$ cat src/design/dsa_pkg.sv
// Shared types, constants and helpers for the descriptor slot allocator.
// Holds the channel word structs, command/status codes and memory request bundles.
// Used by dsa_occ, dsa_hmem and descriptor_slot_allocator_top.
package dsa_pkg;

  localparam int TABLE_SLOTS   = 1024;
  localparam int GROWTH_LIMIT  = 256;
  localparam int INITIAL_SLOTS = 16;
  localparam int HANDLE_WIDTH  = 32;

  localparam int SLOT_W    = $clog2(TABLE_SLOTS);
  localparam int CAP_W     = SLOT_W + 1;
  localparam int IDX_W     = 11;
  localparam int WORD_BITS = 32;
  localparam int BIT_W     = $clog2(WORD_BITS);
  localparam int NWORDS    = TABLE_SLOTS / WORD_BITS;
  localparam int WADDR_W   = $clog2(NWORDS);

  localparam logic [CAP_W-1:0] CAP_MAX   = CAP_W'(TABLE_SLOTS);
  localparam logic [CAP_W-1:0] CAP_INIT  =
    (INITIAL_SLOTS > TABLE_SLOTS) ? CAP_W'(TABLE_SLOTS) : CAP_W'(INITIAL_SLOTS);
  localparam logic [CAP_W:0]   CAP_LIMIT = (CAP_W + 1)'(GROWTH_LIMIT);
  localparam logic [CAP_W:0]   DBL_MAX   = (CAP_W + 1)'(TABLE_SLOTS);
  localparam logic [IDX_W-1:0] IDX_LAST  = IDX_W'(TABLE_SLOTS - 1);
  localparam logic [IDX_W:0]   IDX_DBL_MAX = (IDX_W + 1)'(TABLE_SLOTS);

  typedef logic [HANDLE_WIDTH-1:0] handle_t;

  typedef enum logic [1:0] {
    CMD_ALLOC      = 2'd0,
    CMD_ALLOC_FROM = 2'd1,
    CMD_PLACE      = 2'd2,
    CMD_LOOKUP     = 2'd3
  } cmd_e;

  typedef enum logic [1:0] {
    ST_OK      = 2'd0,
    ST_INVALID = 2'd1,
    ST_FULL    = 2'd2,
    ST_BADF    = 2'd3
  } st_e;

  typedef struct packed {
    cmd_e        command;
    logic [10:0] slot_index;
    logic [31:0] handle_in;
  } in_word_t;

  typedef struct packed {
    st_e         status;
    logic [9:0]  slot_out;
    logic [31:0] handle_out;
    logic        closed_valid;
    logic [31:0] closed_handle;
  } out_word_t;

  // occupancy bitmap port bundle
  typedef struct packed {
    logic                 rd_en;
    logic [WADDR_W-1:0]   rd_addr;
    logic                 wr_en;
    logic [WADDR_W-1:0]   wr_addr;
    logic [WORD_BITS-1:0] wr_data;
  } occ_req_t;

  // handle memory port bundle
  typedef struct packed {
    logic              rd_en;
    logic [SLOT_W-1:0] rd_addr;
    logic              wr_en;
    logic [SLOT_W-1:0] wr_addr;
    handle_t           wr_data;
  } hmem_req_t;

  function automatic logic [BIT_W-1:0] lowest_bit(input logic [WORD_BITS-1:0] v);
    logic [BIT_W-1:0] r;
    r = '0;
    for (int i = WORD_BITS - 1; i >= 0; i--) begin
      if (v[i]) r = BIT_W'(i);
    end
    return r;
  endfunction

  function automatic logic [WADDR_W-1:0] lowest_word(input logic [NWORDS-1:0] v);
    logic [WADDR_W-1:0] r;
    r = '0;
    for (int i = NWORDS - 1; i >= 0; i--) begin
      if (v[i]) r = WADDR_W'(i);
    end
    return r;
  endfunction

endpackage

$ cat src/design/dsa_occ.sv
// Occupancy bitmap: one bit per slot, packed into words in a synchronous memory.
// Keeps per-word written flags and a per-word full summary in flops.
// Depends on dsa_pkg.
module dsa_occ (
  input  logic                                 clk,
  input  logic                                 rst_n,
  input  dsa_pkg::occ_req_t                    req,
  output logic [dsa_pkg::WORD_BITS-1:0]        rd_data,
  output logic [dsa_pkg::NWORDS-1:0]           word_full
);

  logic [dsa_pkg::WORD_BITS-1:0] words_r [dsa_pkg::NWORDS];
  logic [dsa_pkg::WORD_BITS-1:0] rdata_r;
  logic [dsa_pkg::NWORDS-1:0]    wvld_r;
  logic [dsa_pkg::NWORDS-1:0]    full_r;
  logic                          rvld_r;

  always_ff @(posedge clk) begin
    if (req.wr_en) begin
      words_r[req.wr_addr] <= req.wr_data;
    end
    if (req.rd_en) begin
      rdata_r <= words_r[req.rd_addr];
    end
  end

  // a word never written reads as all free
  always_ff @(posedge clk) begin
    if (!rst_n) begin
      wvld_r <= '0;
      full_r <= '0;
      rvld_r <= 1'b0;
    end else begin
      if (req.wr_en) begin
        wvld_r[req.wr_addr] <= 1'b1;
        full_r[req.wr_addr] <= &req.wr_data;
      end
      if (req.rd_en) begin
        rvld_r <= wvld_r[req.rd_addr];
      end
    end
  end

  assign rd_data   = rvld_r ? rdata_r : '0;
  assign word_full = full_r;

endmodule

$ cat config.mk
export PLATFORM = sky130hd
export DESIGN_NAME = dsa_occ
export DESIGN_NICKNAME = d
export VERILOG_FILES = /design/src/design/dsa_pkg.sv /design/src/design/dsa_occ.sv
export SDC_FILE = /design/constraint.sdc
export NUM_CORES = 1
export LEC_CHECK = 0
export BUFFER_PORTS_ARGS = -buffer_cell sky130_fd_sc_hd__buf_2
export CAP_MARGIN = 20
export CORE_UTILIZATION = 50
export DETAILED_ROUTE_END_ITERATION = 8
export GPL_ROUTABILITY_DRIVEN = 0
export PLACE_DENSITY = 0.66
export SKIP_CTS_REPAIR_TIMING = 1
export SYNTH_ARGS = -nofsm -noshare
export SYNTH_HDL_FRONTEND = slang
export SYNTH_SLANG_ARGS = --single-unit
$ cat constraint.sdc
create_clock -name clk -period 5.35 [get_ports clk]
set_input_delay 1.07 -clock clk [delete_from_list [all_inputs] [get_ports clk]]
set_output_delay 1.07 -clock clk [all_outputs]
set_load 0.01 [all_outputs]
Word level (Yosys, flattened, before mapping)
Memory sizes are Yosys's and may differ from the RTL's. A register that Yosys moved wholly into a read port is not among the register bits.
Cells that the tools add are included.
{"block": "word_totals", "regBits": 65, "latchBits": 0, "ramBits": 1024, "mem_bits_ro": 0, "output_inout_bits": 64, "elab_cells": 18, "n_memories": 1}
{"block": "op_classes", "addsub": 0, "multipliers": 0, "div": 0, "order_cmp": 3, "n_eq_ne": 0, "shift": 0, "mux": 8, "n_bitwise": 1, "n_reduce_logical": 2}
{"memory": "words_r", "depth": 32, "width": 32, "rd": 1, "rd_clocked_by_memory_dff": 1, "write_ports": 1, "line": "dsa_occ.sv:12", "text": "logic [dsa_pkg::WORD_BITS-1:0] words_r [dsa_pkg::NWORDS];"}
{"cell": "bitwise mux 32 bit", "n": 1}
{"cell": "two-way mux 32 bit", "n": 1}
{"cell": "OR 32 bit", "n": 1}
{"cell": "AND reduction 32 bit", "n": 1}
{"cell": "< comparator 5 x 6 -> 1 bit, second input constant", "n": 2}
{"cell": "binary-select mux 1 bit (select 5 bit)", "n": 1}
{"cell": "demux 1 bit (select 5 bit)", "n": 1}
{"cell": "greater-or-equal comparator 5 x 1 -> 1 bit, second input constant", "n": 1}
{"cell": "two-way mux 1 bit", "n": 4}
{"cell": "logical AND 1 bit", "n": 1}

Longest topological paths before layout
{"block": "depth", "word_depth": 5, "depth_mapped": 9, "ltp_nobuf": 5}

Worst setup path before layout
Ideal clock, no wire load.
{"block": "synth_path", "path_kind": "input-to-reg", "startpoint": "input port req[32] (netlist name)", "endpoint": "memory words_r[0][0] (netlist name), enable pin", "setup_time_ps": 424, "arrival_time_ps": 3201, "required_time_ps": 4926, "slack_ps": 1725, "stages": 4, "n_path_buf": 2, "path_cell_list": "or3b_1 -> clkbuf_1 -> clkbuf_1 -> nor2_1"}
{"element": "start: declaration", "line": "dsa_occ.sv:7", "text": "input dsa_pkg::occ_req_t req,"}
{"element": "end: declaration", "line": "dsa_occ.sv:12"}
Straight into the memory's write port.

Final worst setup path
{"block": "layout_path", "startpoint": "register rvld_r", "endpoint": "output port rd_data[0] (netlist name)"}
{"block": "layout_between", "elab_chain_cells": 1}
{"element": "start: declaration", "line": "dsa_occ.sv:16", "text": "logic rvld_r;"}
{"element": "start signal: assignment", "line": "dsa_occ.sv:39", "text": "rvld_r <= wvld_r[req.rd_addr];"}
{"element": "two-way mux 32 bit", "line": "dsa_occ.sv:44", "text": "assign rd_data = rvld_r ? rdata_r : '0;"}
{"element": "end: declaration", "line": "dsa_occ.sv:8", "text": "output logic [dsa_pkg::WORD_BITS-1:0] rd_data,"}
Every way passes these cells.

==> impl_metrics.json <==
{
  "status": "complete, no violations",
  "pwr-share-comb": 0.046,
  "dieArea_sq_um": 86330,
  "die_x_um": 293.8,
  "p_leak_nw": 15.26,
  "avgSynthCellArea_sq_um": 23.28,
  "synthCells": 1829,
  "yosys_register_bits": 1121,
  "synthTopCellsByArea": "edfxtp_1 (74%), mux4_2 (17%), dfxtp_1 (3.1%)",
  "worstPathMaxFanout": 33,
  "worstMarginPinSlew_ns": 1.204,
  "drive_gt1_frac": 0.3333,
  "rsz0062_at_grt": "no",
  "wl_um": 101300,
  "setup.worst_path.start_class": "flip-flop",
  "power.switching_mw": 3.685,
  "swShare": 0.2056,
  "fin_nets": 2057,
  "grt_max_degree": 66,
  "cts_sinks": 1121,
  "yosys.area.top_type": "edfxtp_1",
  "hold_viol_final": 0,
  "path_clk_slew_ns": 0.06,
  "final_cell_area_sq_um": 48440,
  "row_count": 106,
  "clockBufferDepth": 3,
  "grt_pass1_vias": 20620,
  "clock_latency_ns": 0.67,
  "routed-via-count": 20180,
  "power_density_nw_per_um2": 369.9,
  "finalCritPeriodShare": 0.5987,
  "peakVddDrop_mv": 0.2760,
  "cts-buffers-inserted": 110,
  "crit_type": "reg2out",
  "netlist_area_sq_um": 42580,
  "fillerInstances": 5923,
  "setup_viol": 0,
  "finalSetupTns_ns": 0,
  "synth_top_area_share": 0.7447,
  "dpl.hpwl_um": 51790,
  "place_area_sq_um": 45020,
  "yosys_warnings": 0,
  "cts_tree": "built",
  "drt-initial-drc-count": 2279,
  "slew_headroom": 0.1976,
  "ant_nets": 0,
  "syn2layout_area_growth_pct": 13.76,
  "wl_per_cell_um": 31.32,
  "clock-root-buffer": "clkbuf_16",
  "synth_fp_nets": 1875,
  "cp.required_ns": 4.28,
  "io_buffers": 109,
  "initial_utilization": 0.5072,
  "antenna_found_initial": 5,
  "via_per_inst": 6.235,
  "p_int_mw": 14.24,
  "maxCapViolCount": 0,
  "hold_class": "reg2reg",
  "drt_pre_antenna_iters": 7,
  "drc": 0,
  "p_clk_frac": 0.409,
  "grtUsageTotal": 0.2405,
  "async_flop_share": 0,
  "grt_pass1_wl_um": 145700,
  "ys_types": 31,
  "max_freq_mhz": 312.2,
  "htreeDepth": 3,
  "yosysSeqAreaShare": 0.7753,
  "finClkSkew_ns": 0.02227,
  "die_height_um": 293.8,
  "synth_edf_count": 1056,
  "cp-end-kind": "output port",
  "seq_power_share": 0.545,
  "arrival_ns": 2.13,
  "period_minus_slack_ns": 3.203,
  "ios": 110,
  "coreArea_sq_um": 83950,
  "yosys_most_used_dff": "edfxtp_1",
  "maxSlewViolCount": 0,
  "gr-total-overflow": 0
}
[layer usage]
metal	global-route usage	vias to the layer above	wire length [um]
met5	0	-	8
met4	0.06085	2	1951
met3	0.03406	130	7435
met2	0.3875	932	49580
met1	0.3501	10980	42370
li1	-	8134	-
[state kept, by name, summed over array words and instances (netlist names)]
name	flops
wvld_r	32
words_r	1024
rvld_r	1
word_full	32
rdata_r	32
[power groups by stage]
stage | registers (mW) | logic (mW) | clock network (mW)
after CTS | 9.77 | 0.843 | 7.43
after global placement | 9.95 | 0.826 | 0
after global routing | 9.77 | 0.885 | 7.77
after floorplan | 9.93 | 0.516 | 0
after detailed placement | 9.95 | 0.841 | 0
final | 9.77 | 0.832 | 7.32
[cells by family (layout without fill, tap and decap cells)]
group	count (synthesis)	after routing	synth area share
flip-flops	1121	1121	0.7753
AO/OA/AOI/OAI	106	106	0.01657
buffers and inverters	99	370	0.01084
other	0	2	0
AND/OR/NAND/NOR	135	135	0.01584
multiplexers	368	368	0.1815
[critical path: stages (launching register included)]
cell     delay [ns]
dfxtp_2        0.97
and2_1         0.33
buf_2          0.16
[final cells by class]
| cell class | count | area [sq um] | share of cell area |
|---|---|---|---|
| Antenna cell | 2 | 5.005 | 0.0001033 |
| Tap cell | 1134 | 1419 | 0.02929 |
| Sequential cell | 1121 | 33010 | 0.6815 |
| Clock buffer | 136 | 2913 | 0.06013 |
| Multi-Input combinational cell | 609 | 9350 | 0.1930 |
| Clock inverter | 65 | 506.7 | 0.01046 |
| Timing Repair Buffer | 169 | 1234 | 0.02547 |
[layout by cell type, fill, tap and decap left out, types with 3 or more instances in the layout]
cell type      n
clkbuf_16    112
o21a_1        32
nor2_4        32
nand3_1        5
a21boi_1      32
a22oi_1        3
nand3b_1       5
buf_2        105
and2_1        33
clkinv_2      13
clkinvlp_4     4
o21ai_0       33
buf_4         45
clkbuf_1      22
mux2i_1       16
mux4_2       320
nand2_1       38
mux2_2        32
bufinv_16      6
edfxtp_1    1056
clkinv_1      36
dfxtp_1       64
nand4_1        8
buf_12        17
a21oi_1        3
[synthesized netlist by cell type (16+ instances only)]
master    count
a21boi_1     32
and2_1       33
buf_2        24
clkbuf_1     61
dfxtp_1      65
edfxtp_1   1056
mux2_2       32
mux2i_1      16
mux4_2      320
nand2_1      38
nor2_1       35
o21a_1       32
o21ai_0      33
[through the flow]
stage / utilization / setup slack [ns] / power (mW) / hold slack, ns / cells
after floorplan: - / 1.725 / 10.44 / 0.4400 / 1829
after global placement: 0.5362 / 1.612 / 10.77 / 0.4465 / 3033
after detailed placement: 0.5362 / 1.608 / 10.79 / 0.4522 / 3033
after CTS: 0.5769 / 2.030 / 18.04 / 0.4660 / 3234
after global routing: 0.5769 / 2.041 / 18.43 / 0.4739 / 3234
final: 0.5770 / 2.147 / 17.92 / 0.4667 / 3236
[worst paths after layout]
kind | start | endpoint | cells past startpoint | slack (ns)
hold reg to reg | wvld_r[7]$_SDFFE_PN0P_ | wvld_r[7]$_SDFFE_PN0P_ | 1 | 0.47
setup / recovery | rvld_r$_SDFFE_PN0P_ | rd_data[0] | 2 | 2.15
hold / removal | wvld_r[7]$_SDFFE_PN0P_ | wvld_r[7]$_SDFFE_PN0P_ | 1 | 0.47
setup reg to reg | words_r[19][27]$_DFFE_PP_ | rdata_r[27]$_DFFE_PP_ | 3 | 3.42
(Power assumes the default switching activity.)
